### config.mk
export PLATFORM = sky130hd
export DESIGN_NAME = rgpt_cfg
export DESIGN_NICKNAME = d
export VERILOG_FILES = /design/src/hw/rtl/assert_macros.svh /design/src/hw/rtl/rgpt_pkg.sv /design/src/hw/rtl/rgpt_cfg.sv
export SDC_FILE = /design/constraint.sdc
export NUM_CORES = 1
export LEC_CHECK = 0
export ABC_AREA = 1
export BUFFER_PORTS_ARGS = -buffer_cell sky130_fd_sc_hd__buf_2
export CORE_UTILIZATION = 39
export DETAILED_ROUTE_END_ITERATION = 10
export PLACE_DENSITY = 0.79
export SLEW_MARGIN = 20
export SYNTH_ARGS = -nofsm -noshare
export SYNTH_HDL_FRONTEND = slang
export SYNTH_SLANG_ARGS = --single-unit
### constraint.sdc
create_clock -name i_clk -period 1.2 [get_ports i_clk]
set_input_delay 0.06 -clock i_clk [delete_from_list [all_inputs] [get_ports i_clk]]
set_output_delay 0.06 -clock i_clk [all_outputs]
set_load 0.05 [all_outputs]
### src/hw/rtl/assert_macros.svh
// Assertion helpers shared by the RTL files.
// Each macro samples on i_clk and is off while i_rst_n is low.
`ifndef ASSERT_MACROS_SVH
`define ASSERT_MACROS_SVH

// Property that must hold at every sampled edge.
`define RGPT_ASSERT(lbl, prop) \
    lbl: assert property (@(posedge i_clk) disable iff (!i_rst_n) (prop)) \
        else $error("rgpt assertion failed");

// Consequent must hold in the cycle after the antecedent.
`define RGPT_ASSERT_NEXT(lbl, ante, cons) \
    lbl: assert property (@(posedge i_clk) disable iff (!i_rst_n) (ante) |=> (cons)) \
        else $error("rgpt assertion failed");

`endif

### src/hw/rtl/rgpt_pkg.sv
`default_nettype none

package rgpt_pkg;

    // Table size default
    localparam int RGPT_CAPACITY = 256;

    // Field widths
    localparam int ADDR_W     = 48;
    localparam int DBM_W      = 8;
    localparam int TIME_W     = 32;
    localparam int EXPIRY_W   = 16;
    localparam int COUNT_W    = 9;
    localparam int S_TDATA_W  = 88;
    localparam int M_TDATA_W  = 24;
    localparam int M_RES_W    = 21;
    localparam int APB_ADDR_W = 3;
    localparam int APB_DATA_W = 32;

    // Register reset values
    localparam logic [DBM_W-1:0]    SIGNAL_GATE_RST = 8'hB5;  // -75 dBm
    localparam logic [EXPIRY_W-1:0] EXPIRY_RST      = 16'd300;

    // Register indexes (byte address / 4)
    localparam logic REG_SIGNAL_GATE    = 1'b0;
    localparam logic REG_EXPIRY_SECONDS = 1'b1;

    // Item kinds carried in tuser
    localparam logic ACT_REPORT = 1'b0;
    localparam logic ACT_PRUNE  = 1'b1;

    // Configuration seen by the core
    typedef struct packed {
        logic [DBM_W-1:0]    gate_dbm;
        logic [EXPIRY_W-1:0] expiry_seconds;
    } t_cfg;

    // One table entry as stored in memory
    typedef struct packed {
        logic              valid;
        logic [TIME_W-1:0] seen_at;
        logic [ADDR_W-1:0] address;
    } t_entry;

    // One result word, lowest field in the lowest bits
    typedef struct packed {
        logic [COUNT_W-1:0] active_count;
        logic [COUNT_W-1:0] removed_count;
        logic               dropped_full;
        logic               was_new;
        logic               passed_threshold;
    } t_result;

endpackage

`default_nettype wire

### src/hw/rtl/rgpt_cfg.sv
`default_nettype none

module rgpt_cfg
    import rgpt_pkg::*;
(
    input  wire logic                  i_clk,
    input  wire logic                  i_rst_n,
    input  wire logic                  psel,
    input  wire logic                  penable,
    input  wire logic                  pwrite,
    input  wire logic [APB_ADDR_W-1:0] paddr,
    input  wire logic [APB_DATA_W-1:0] pwdata,
    output logic      [APB_DATA_W-1:0] prdata,
    output logic                       pready,
    output t_cfg                       o_cfg
);

    logic [DBM_W-1:0]    r_gate_dbm;
    logic [EXPIRY_W-1:0] r_expiry_seconds;
    logic                w_wr;
    logic                w_idx;

    assign pready = 1'b1;
    assign w_wr   = psel && penable && pwrite;
    // word index; byte lanes below it are ignored
    assign w_idx  = paddr[2];

    // register writes in the access cycle
    always_ff @(posedge i_clk) begin
        if (!i_rst_n) begin
            r_gate_dbm       <= SIGNAL_GATE_RST;
            r_expiry_seconds <= EXPIRY_RST;
        end else if (w_wr) begin
            case (w_idx)
                REG_SIGNAL_GATE:    r_gate_dbm       <= pwdata[DBM_W-1:0];
                REG_EXPIRY_SECONDS: r_expiry_seconds <= pwdata[EXPIRY_W-1:0];
                default: ;
            endcase
        end
    end

    // read mux; gate reads back sign-extended
    always_comb begin
        case (w_idx)
            REG_SIGNAL_GATE:
                prdata = {{(APB_DATA_W-DBM_W){r_gate_dbm[DBM_W-1]}}, r_gate_dbm};
            REG_EXPIRY_SECONDS:
                prdata = {{(APB_DATA_W-EXPIRY_W){1'b0}}, r_expiry_seconds};
            default:
                prdata = '0;
        endcase
    end

    assign o_cfg.gate_dbm       = r_gate_dbm;
    assign o_cfg.expiry_seconds = r_expiry_seconds;

endmodule

`default_nettype wire

==> run summary, run 1 <==
• worst setup skew after layout: 0 ns
• Worst EP required: 1.14 ns
• synthesized area divided by synthesized cell count: 6.300 sq um
• library cell with the highest instance count after synthesis: sky130_fd_sc_hd__nand2_1
• NetSw: 0.0008300 W
• worst setup slack after placement: 0.1570 ns
• clock root buffer: sky130_fd_sc_hd__clkbuf_4
• final weighted congestion of routability-driven global placement: 0.7657
• total of flip-flops plus latches after synthesis: 24
• final design instance area without fill: 0.001906 sq mm
• top cells by instance count after synthesis: sky130_fd_sc_hd__nand2_1 (75), sky130_fd_sc_hd__nor2_1 (31), sky130_fd_sc_hd__nand3_1 (25), sky130_fd_sc_hd__dfxtp_1 (24), sky130_fd_sc_hd__buf_4 (18)
• vias in the first global route: 1081
• count of vias placed by the detailed router: 1383
• Antenna Diode Count: 0
• Top FF cell, synth: sky130_fd_sc_hd__dfxtp_1
• Core ar.: 0.003053 sq mm
• Yosys warnings: 0
• IO buf count: 77
• synthesized instance count: 199
• Final Cycle Share: 107.5%
• setup TNS after final layout: -1.461 ns
• critical path startpoint category: register
• Starting DRT DRC Count: 35
• maximum frequency from static timing analysis: 0.7755 GHz
• Sw Share: 39.81%
• portion of the post-synthesis area used by sequential elements: 38.32%
• final setup slack of the worst path: -0.08953 ns
• path category of the worst min-delay check: primary input to register
• number of flops mapped to enable cells by yosys: 0
• detailed-route wire length per cell: 10.43 um
• DRC viols: 0
• die extent in y: 58.70 um
• post-place instance area: 0.001582 sq mm
• Max H-tree Level: 1
• Num CTS Buffers: 3
• # fillers: 277
• global-route wire length before repair: 4609 um
• areal power density over the cells: 1094 mW/mm^2
• HPWL Detailed: 2062 um
• clock-pin slew on the worst setup and hold paths: 0.14 ns
• final-report max-slew violation count: 0
• synthesized area: 0.001254 sq mm
• async set-or-reset flop fraction in the synthesized netlist: 0%
• latest clock arrival within the worst-skew pair: 0.32 ns
• fraction of layout cells with a size suffix above 1: 36.90%
• RSZ-0062 raised after global routing: true
• std cell rows: 20
• Longest Clk Path Bufs: 2
• leakage power of the design: 1.030 nW
• proportion of power drawn by combinational gates: 38.7%
• count of endpoints failing setup in the final report: 23
• sequential share of power: 40.5%
• worst-case vdd ir drop: 0.9367 mV
• Nets: 312
• max_cap viols: 0
• largest area contributor in the netlist: sky130_fd_sc_hd__dfxtp_1
• post-route antenna net violation count: 0
• number of antenna violations at the first check in global routing: 0
• worst reg2reg setup slack: 0.58 ns
• length of the first detailed-routing pass in iterations: 4
• clock power share: 20.8%
• pin count of the biggest net entering global routing: 31
• status: complete, but fails checks
• violations in the final reports: negative setup slack
• Setup crit end kind: primary output
• P_int: 0.001255 W
• top cells by area in the synthesized netlist: sky130_fd_sc_hd__dfxtp_1 (38%), sky130_fd_sc_hd__nand2_1 (22%), sky130_fd_sc_hd__buf_4 (11%)
• maximum net fanout on the critical path: 8
• number of vias per cell after detailed routing: 4.390
• sink count of the clock tree: 24
• post-layout min period: 1.290 ns
• synthesized netlist net count: 239
• distinct cell type count of the synthesized netlist: 13
• WS Path Type: register to primary output
• Boundary Pins: 97
• Overflow after GRT: 0
• width of the die: 58.70 um
• final hold violations: 0
• crit path DAT: 1.23 ns
• total length of routed wires: 3286 um
• relative area change from synthesis to final layout: 52.00%
• effective utilization at floorplan: 41.07%
• overall global routing resource usage: 18.05%
• top-area cell type share of the netlist area: 38.32%
• CTS tree: done
• area of the die: 0.003445 sq mm
layer usage:
layer	global-route usage (%)	wire [um]	vias up
met5	0	0	-
met4	5.102	28	0
met3	5.495	199	2
met2	34.81	1718	51
met1	18.68	1340	601
li1	-	-	729
timing repair:
action                                  in CTS  in global routing
buffers inserted                             0                  2
hold buffers                                 7                  0
gates cloned                                 1                  0
resized for setup                           27                 32
endpoints found under the setup margin      25                 29
hold endpoints to repair                     9                  0
cell usage in the layout, fill, tap and decap left out:
| cell | count |
|---|---|
| sky130_fd_sc_hd__nor2_1 | 31 |
| sky130_fd_sc_hd__nor2_2 | 1 |
| sky130_fd_sc_hd__buf_2 | 48 |
| sky130_fd_sc_hd__inv_1 | 14 |
| sky130_fd_sc_hd__nand2_8 | 1 |
| sky130_fd_sc_hd__nand2_1 | 70 |
| sky130_fd_sc_hd__nand2_4 | 5 |
| sky130_fd_sc_hd__buf_8 | 6 |
| sky130_fd_sc_hd__clkbuf_8 | 1 |
| sky130_fd_sc_hd__buf_4 | 21 |
| sky130_fd_sc_hd__buf_12 | 1 |
| sky130_fd_sc_hd__buf_6 | 5 |
| sky130_fd_sc_hd__nand3_1 | 25 |
| sky130_fd_sc_hd__inv_2 | 1 |
| sky130_fd_sc_hd__clkbuf_4 | 6 |
| sky130_fd_sc_hd__dfxtp_4 | 1 |
| sky130_fd_sc_hd__clkinvlp_4 | 2 |
| sky130_fd_sc_hd__conb_1 | 1 |
| sky130_fd_sc_hd__dfxtp_1 | 23 |
| sky130_fd_sc_hd__nor2_4 | 1 |
| sky130_fd_sc_hd__dlygate4sd3_1 | 7 |
flip-flops by register name, summed over array words and instances (netlist names):
register / flops
r_expiry_seconds: 16
r_gate_dbm: 8
power groups by stage:
stage,registers [W],clock network (W),logic [W]
3_3_place_gp,0.000861,0,0.000672
5_1_grt,0.000849,0.000470,0.000849
2_1_floorplan,0.000958,0,0.000472
3_5_place_dp,0.000862,0,0.000675
6_report,0.000845,0.000433,0.000807
4_1_cts,0.000845,0.000444,0.000736
stage by stage:
step / instances / total power [W] / utilization, % / hold WS, ns
final: 315 / 0.002085 / 62.42 / 0.03799
after detailed placement: 301 / 0.001536 / 51.80 / 0.2748
after floorplan: 199 / 0.001430 / - / 0.1807
after global placement: 301 / 0.001533 / 51.80 / 0.2771
after CTS: 313 / 0.002024 / 57.87 / 0.04007
after global routing: 315 / 0.002169 / 62.42 / 0.05732
worst max-delay path: stages (launching register included):
cell	delay, ns
sky130_fd_sc_hd__dfxtp_4	0.39
sky130_fd_sc_hd__nand2_8	0.10
sky130_fd_sc_hd__clkinvlp_4	0.17
sky130_fd_sc_hd__buf_4	0.24
cell families after synthesis:
group,count (synthesis),synth area share (%)
and+or+nand+nor,134,43.61
other,1,0.2991
buffers and inverters,40,17.76
DFF,24,38.32
final timing paths:
path	startpoint	endpoint	cells past startpoint
worst max-delay path	r_gate_dbm[7]	prdata[20]	3
worst min-delay path	pwdata[14]	r_expiry_seconds[14]	5
worst max register to register	r_gate_dbm[7]	r_gate_dbm[7]	2
worst min register to register	r_gate_dbm[0]	r_gate_dbm[0]	2
layout make-up:
type | count | area, sq um | share of cell area [%]
clock buffer | 4 | 36.28 | 1.904
inverter | 16 | 63.81 | 3.349
multi-input combinational | 135 | 601.8 | 31.58
sequential | 24 | 484.2 | 25.41
tap | 44 | 55.05 | 2.889
timing repair buffer | 91 | 656.9 | 34.47
timing repair inverter | 1 | 7.507 | 0.3940
Power figures use the tool's default switching activity.
==> run 2: changes to the inputs <==
==> constraint.sdc (replaced) <==
create_clock -name i_clk -period 1.2 [get_ports i_clk]
set_input_delay 0.06 -clock i_clk [delete_from_list [all_inputs] [get_ports i_clk]]
set_output_delay 0.06 -clock i_clk [all_outputs]
set_load 0.02 [all_outputs]
==> run 2 against run 1 <==
Critical endpoint is now prdata[26]. Largest cell class is now multi-input combinational cells. Sequential cell count is the same. Clock power shrank 3%. Combinational power shrank 38%. The run still ends with negative setup slack left. Count of clock-buffer cells in the layout is the same. Sequential share of layout area grew 1.8 points. Sequential power is essentially flat. Via count shrank 0.14%. Worst hold slack gained 0.017 ns. Fmax grew 6.9%. Routed wire length shrank 5.4%. Cell area shrank 6.6%. Global-route usage is essentially flat.
==> run summary, run 2 (synthesis results as in run 1) <==
• status: complete, but fails checks
• violations in the final reports: negative setup slack
• worst setup slack after placement: 0.1541 ns
• critical path startpoint category: register
• overall global routing resource usage: 18.07%
• leading cell type in the layout, fill and taps excluded: sky130_fd_sc_hd__nand2_1
• logic depth of the worst setup path including buffers: 3
• NetSw: 0.0005640 W
• count of vias placed by the detailed router: 1381
• Placed Cells: 301
• # fillers: 317
• end of the critical path: prdata[26]
• Worst Reg-to-Reg Cells: 3
• worst reg2reg setup slack: 0.44 ns
• post-layout min period: 1.206 ns
• Sw Share: 31.99%
• vias in the first global route: 1127
• Setup crit end kind: primary output
• clock power share: 23.8%
• max FFs per register: 16
• Slew Limit Headroom: 64.36%
• IO buf count: 77
• Slew @ Worst Pin: 0.5326 ns
• P_int: 0.001199 W
• std cell rows: 20
• crit path DAT: 1.15 ns
• relative area change from synthesis to final layout: 41.92%
• count of endpoints failing setup in the final report: 7
• Post-Route Utilization: 58.28%
• detailed-route wire length per cell: 9.895 um
• leakage power of the design: 0.9862 nW
• gate family responsible for the most delay along the worst path: flip-flops
• die extent in y: 58.70 um
• DRC viols: 0
• number of antenna violations at the first check in global routing: 0
• WS Path Type: register to primary output
• Max H-tree Level: 1
• maximum net fanout on the critical path: 8
• width of the die: 58.70 um
• sequential share of power: 47.9%
• pin count of the biggest net entering global routing: 25
• final hold violations: 0
• post-route antenna net violation count: 0
• Worst Path Buf+Inv: 2
• number of vias per cell after detailed routing: 4.398
• critical path's largest stage delay: 0.39 ns
• proportion of power drawn by combinational gates: 28.2%
• area of the die: 0.003445 sq mm
• clock-pin slew on the worst setup and hold paths: 0.13 ns
• non-filler cells in the finished layout: 314
• worst-case vdd ir drop: 0.5411 mV
• biggest regs: r_expiry_seconds x16, r_gate_dbm x8
• most frequent cells in the layout: sky130_fd_sc_hd__nand2_1 (71), sky130_fd_sc_hd__buf_2 (70), sky130_fd_sc_hd__nor2_1 (31), sky130_fd_sc_hd__nand3_1 (25), sky130_fd_sc_hd__dfxtp_1 (23)
• crit path from: r_gate_dbm[7]
• fraction of layout cells with a size suffix above 1: 36.30%
• Worst EP required: 1.14 ns
• Critical-path top delay cell: sky130_fd_sc_hd__dfxtp_4
• final weighted congestion of routability-driven global placement: 0.7256
• Crit Reg-Reg Endpoint: r_gate_dbm[7]
• global-route wire length before repair: 4767 um
• total length of routed wires: 3107 um
• Nets: 311
• critical path cell sequence: nand2_8 -> clkinvlp_4 -> buf_2
• top register by number of flip-flops: r_expiry_seconds
• Overflow after GRT: 0
• final setup slack of the worst path: -0.006488 ns
• Num CTS Buffers: 3
• areal power density over the cells: 991.0 mW/mm^2
• Starting DRT DRC Count: 43
• setup TNS after final layout: -0.03085 ns
• Antenna Diode Count: 0
• sequential cell area in the final layout: 484.2 sq um
• Final Cycle Share: 100.5%
• HPWL Detailed: 2101 um
• maximum frequency from static timing analysis: 0.8289 GHz
• latest clock arrival within the worst-skew pair: 0.30 ns
• RSZ-0062 raised after global routing: true
• CTS tree: done
• effective utilization at floorplan: 41.07%
• path category of the worst min-delay check: primary input to register
• worst setup skew after layout: 0 ns
• sink count of the clock tree: 24
• worst reg2reg startpoint: r_gate_dbm[7]
• multi-input logic area: 584.3 sq um
• Boundary Pins: 97
• Core ar.: 0.003053 sq mm
• length of the first detailed-routing pass in iterations: 4
• clock root buffer: sky130_fd_sc_hd__clkbuf_4
• Longest Clk Path Bufs: 2
• final-report max-slew violation count: 0
• max_cap viols: 0
[run 2: worst min-delay path by stage]
stage                    start                   end  slack, ns  depth (start not counted)
floorplan              i_rst_n  r_expiry_seconds[15]       0.18                          2
global placement     pwdata[8]   r_expiry_seconds[8]       0.27                          3
detailed placement   pwdata[8]   r_expiry_seconds[8]       0.28                          3
CTS                 pwdata[12]  r_expiry_seconds[12]       0.04                          5
global route         pwdata[9]   r_expiry_seconds[9]       0.08                          5
finish              pwdata[12]  r_expiry_seconds[12]       0.06                          5
[run 2: cell type report]
| type | instances | area share [%] |
|---|---|---|
| clock buffers | 4 | 2.039 |
| inverters | 16 | 3.586 |
| multi-input cells | 135 | 32.84 |
| flip-flops and latches | 24 | 27.22 |
| well taps | 44 | 3.094 |
| repair buffers | 90 | 30.80 |
| repair inverters | 1 | 0.4219 |
[run 2: metal layers]
| metal | vias up | track usage [%] | wire length (um) |
|---|---|---|---|
| li1 | 728 | - | - |
| met1 | 603 | 21.99 | 1350 |
| met2 | 48 | 33.00 | 1616 |
| met3 | 2 | 0.6593 | 115 |
| met4 | 0 | 8.163 | 25 |
| met5 | - | 0 | 0 |
[run 2: worst reg2reg max path, delay by kind of cell (launching register included)]
family,cells,cell delay (ns)
buffers and inverters,1,0.15
DFF,1,0.39
and+or+nand+nor,2,0.11
[run 2: timing repair]
item | CTS | global route
resized for setup | 12 | 14
endpoints found under the setup margin | 21 | 21
endpoints found under the hold margin | 9 | 0
cloned | 1 | 0
buffers inserted | 1 | 0
hold buffers | 7 | 0
[run 2: stage by stage]
stage          total power (W)  area [sq um]  hold slack, ns
2_1_floorplan         0.001187          1257          0.1807
3_3_place_gp          0.001296          1573          0.2750
3_5_place_dp          0.001302          1573          0.2782
4_1_cts               0.001764          1732         0.04302
5_1_grt               0.001857          1779         0.07625
6_report              0.001763          1779         0.05529
[run 2: power groups by stage]
stage	logic, W	registers [W]	clock network, W
after floorplan	0.000291	0.000896	0
after global placement	0.000434	0.000863	0
after detailed placement	0.000439	0.000863	0
after CTS	0.000477	0.000845	0.000442
after global routing	0.000543	0.000850	0.000464
final	0.000498	0.000845	0.000420
==> run 3: changes to the inputs <==
--- a/config.mk
+++ b/config.mk
@@ -5,11 +5,11 @@
 export SDC_FILE = /design/constraint.sdc
 export NUM_CORES = 1
 export LEC_CHECK = 0
-export ABC_AREA = 1
+export ABC_AREA = 0
 export BUFFER_PORTS_ARGS = -buffer_cell sky130_fd_sc_hd__buf_2
-export CORE_UTILIZATION = 39
+export CORE_UTILIZATION = 43
 export DETAILED_ROUTE_END_ITERATION = 10
-export PLACE_DENSITY = 0.79
+export PLACE_DENSITY = 0.85
 export SLEW_MARGIN = 20
 export SYNTH_ARGS = -nofsm -noshare
 export SYNTH_HDL_FRONTEND = slang
==> constraint.sdc (replaced) <==
create_clock -name i_clk -period 1.53 [get_ports i_clk]
set_input_delay 0.0765 -clock i_clk [delete_from_list [all_inputs] [get_ports i_clk]]
set_output_delay 0.0765 -clock i_clk [all_outputs]
set_load 0.02 [all_outputs]
==> run 3 against run 2 <==
The flow finishes with violations (design-rule violations). Critical path depth did not move. Total power fell by 32%. Sequential cell count did not move. Synthesized cell count fell by 25%. Area after synthesis rose by 5.3%. Cell count fell by 23%. First-iteration DRC count fell by 14%. Clock skew did not move. Worst setup slack improved by 0.23 ns. Die area fell by 4.3%. Clock power fell by 36%.
==> run summary, run 3 <==
• Crit Reg-Reg Endpoint: r_gate_dbm[5]
• P_int: 0.0008454 W
• WS Path Type: register to primary output
• post-route antenna net violation count: 0
• pin count of the biggest net entering global routing: 36
• HPWL Detailed: 2000 um
• worst setup skew after layout: 0 ns
• crit path DAT: 1.23 ns
• cell depth of the worst min-delay path: 3
• total of flip-flops plus latches after synthesis: 24
• Max H-tree Level: 1
• latest clock arrival within the worst-skew pair: 0.30 ns
• post-place instance area: 0.001563 sq mm
• Placed Cells: 234
• Nets: 254
• final design instance area without fill: 0.001645 sq mm
• count of vias placed by the detailed router: 1147
• library cell with the highest instance count after synthesis: sky130_fd_sc_hd__nand2_1
• post-synthesis compound-gate area fraction: 0%
• Starting DRT DRC Count: 37
• Worst EP required: 1.45 ns
• max FFs per register: 16
• count of endpoints failing setup in the final report: 0
• length of the first detailed-routing pass in iterations: 7
• areal power density over the cells: 733.7 mW/mm^2
• worst-case vdd ir drop: 0.4313 mV
• worst reg2reg setup slack: 0.86 ns
• Slew @ Worst Pin: 0.5035 ns
• path category of the worst min-delay check: primary input to register
• final-report max-slew violation count: 0
• critical path startpoint category: register
• setup TNS after final layout: 0 ns
• width of the die: 57.41 um
• number of vias per cell after detailed routing: 4.720
• distinct cell type count of the synthesized netlist: 16
• total length of routed wires: 2759 um
• max_cap viols: 0
• portion of the post-synthesis area used by sequential elements: 36.40%
• die extent in y: 57.41 um
• relative area change from synthesis to final layout: 24.64%
• synthesized netlist net count: 190
• top cells by instance count after synthesis: sky130_fd_sc_hd__nand2_1 (46), sky130_fd_sc_hd__dfxtp_1 (24), sky130_fd_sc_hd__mux2i_1 (24), sky130_fd_sc_hd__buf_4 (16), sky130_fd_sc_hd__nor2b_1 (16)
• RSZ-0062 raised after global routing: false
• Longest Clk Path Bufs: 2
• std cell rows: 19
• critical path's largest stage delay: 0.37 ns
• synthesized instance count: 150
• most frequent cells in the layout: sky130_fd_sc_hd__buf_2 (77), sky130_fd_sc_hd__nand2_1 (46), sky130_fd_sc_hd__mux2i_1 (24), sky130_fd_sc_hd__dfxtp_1 (24), sky130_fd_sc_hd__nor2b_1 (16)
• biggest regs: r_expiry_seconds x16, r_gate_dbm x8
• number of antenna violations at the first check in global routing: 0
• Sw Share: 29.97%
• non-filler cells in the finished layout: 243
• clock root buffer: sky130_fd_sc_hd__clkbuf_4
• NetSw: 0.0003618 W
• # fillers: 292
• Post-Route Utilization: 58.16%
• Yosys warnings: 0
• overall global routing resource usage: 16.66%
• top register by number of flip-flops: r_expiry_seconds
• maximum net fanout on the critical path: 16
• final weighted congestion of routability-driven global placement: 0.7144
• async set-or-reset flop fraction in the synthesized netlist: 0%
• detailed-route wire length per cell: 11.35 um
• CTS tree: done
• gate family responsible for the most delay along the worst path: buffers and inverters
• fraction of layout cells with a size suffix above 1: 42.92%
• violations in the final reports: design-rule violations
• IO buf count: 77
• Top FF cell, synth: sky130_fd_sc_hd__dfxtp_1
• post-layout min period: 1.305 ns
• critical path cell sequence: nand2b_1 -> inv_1 -> buf_2
• sink count of the clock tree: 24
• area of the die: 0.003295 sq mm
• DRC viols: 8
• final hold violations: 0
• clock power share: 22.1%
• global-route wire length before repair: 4298 um
• Critical-path top delay cell: sky130_fd_sc_hd__dfxtp_1
• multiplexer share of the synthesized area: 24.17%
• leakage power of the design: 0.7993 nW
• Antenna Diode Count: 0
• leading cell type in the layout, fill and taps excluded: sky130_fd_sc_hd__buf_2
• maximum frequency from static timing analysis: 0.7666 GHz
• top cells by area in the synthesized netlist: sky130_fd_sc_hd__dfxtp_1 (36%), sky130_fd_sc_hd__mux2i_1 (18%), sky130_fd_sc_hd__nand2_1 (13%)
• synthesized area: 0.001320 sq mm
• Min-Delay Endpoint: r_expiry_seconds[12]
• start point of the worst min-delay path: pwdata[12]
• vias in the first global route: 975
• effective utilization at floorplan: 46.66%
• proportion of power drawn by combinational gates: 24.2%
• number of cells upsized or downsized after cts: 0
• Slew Limit Headroom: 66.43%
• post-synthesis share of cell area spent on xor and xnor gates: 0%
• Worst Reg-to-Reg Cells: 2
• Num CTS Buffers: 3
• largest area contributor in the netlist: sky130_fd_sc_hd__dfxtp_1
• clock-pin slew on the worst setup and hold paths: 0.13 ns
• Boundary Pins: 97
• synthesized area divided by synthesized cell count: 8.800 sq um
• sequential share of power: 53.7%
• Worst Path Buf+Inv: 2
• Setup crit end kind: primary output
• Design Power: 0.001207 W
• Final Cycle Share: 85.26%
• combinational family with the most area after synthesis: multiplexers
• Overflow after GRT: 0
• worst reg2reg startpoint: r_gate_dbm[5]
• Core ar.: 0.002829 sq mm
• number of flops mapped to enable cells by yosys: 0
• synthesized-area fraction occupied by and/or/nand/nor cells: 23.41%
• status: complete, but fails checks
• post-CTS setup buffer count: 0
• top-area cell type share of the netlist area: 36.40%
• fraction of the mapped netlist area in adder cells: 0%
run 3: logic make-up (layout without fill, tap and decap cells):
kind of cell | after synthesis | count (layout)
simple gates | 66 | 66
mux | 31 | 31
buf+inv | 28 | 90
flops | 24 | 24
other cells | 1 | 1
run 3: routing by layer:
metal  up-vias  GRT usage [%]  wire, um
met2        52          31.23      1305
met4         0          3.136         0
met5         -              0         0
met3         0          2.268       170
met1       511          20.17      1283
li1        584              -         -
run 3: cell type report:
| class | instances | area (sq um) | share of cell area, % |
|---|---|---|---|
| clock buffers | 3 | 22.52 | 1.369 |
| inverters | 1 | 3.754 | 0.2281 |
| multi-input cells | 98 | 631.9 | 38.40 |
| flip-flops and latches | 24 | 480.5 | 29.20 |
| well taps | 31 | 38.79 | 2.357 |
| repair buffers | 86 | 467.9 | 28.44 |
run 3: power by group through the flow:
stage	Sequential [W]	Clock (W)	Combinational (W)
3_5_place_dp	0.000662	0	0.000281
4_1_cts	0.000649	0.000282	0.000290
5_1_grt	0.000651	0.000309	0.000314
2_1_floorplan	0.000679	0	0.000205
3_3_place_gp	0.000662	0	0.000277
6_report	0.000649	0.000267	0.000292
run 3: worst max-delay path by stage:
| stage | from | endpoint | slack [ns] | depth (start not counted) |
|---|---|---|---|---|
| floorplan | r_gate_dbm[7] | prdata[17] | 0.14 | 4 |
| global placement | paddr[2] | prdata[1] | 0.42 | 4 |
| detailed placement | paddr[2] | prdata[6] | 0.41 | 4 |
| CTS | r_gate_dbm[7] | prdata[21] | 0.20 | 3 |
| global route | r_gate_dbm[7] | prdata[20] | 0.08 | 3 |
| finish | r_gate_dbm[7] | prdata[20] | 0.23 | 3 |
run 3: timing repair:
action | in CTS | in global routing
hold buffers | 5 | 1
endpoints found under the hold margin | 5 | 1
setup endpoints to repair | 0 | 0
run 3: worst min-delay path: cells and delay by family:
family                 cells  cell delay (ns)
muxes                      1             0.06
buffers and inverters      1             0.10
and+or+nand+nor            1             0.05
run 3: metrics by stage:
step	worst slack (ns)	hold WS, ns
2_1_floorplan	0.1439	0.2187
3_3_place_gp	0.4205	0.3281
3_5_place_dp	0.4054	0.3308
4_1_cts	0.1965	0.004237
5_1_grt	0.07643	0.009343
6_report	0.2255	0.01585
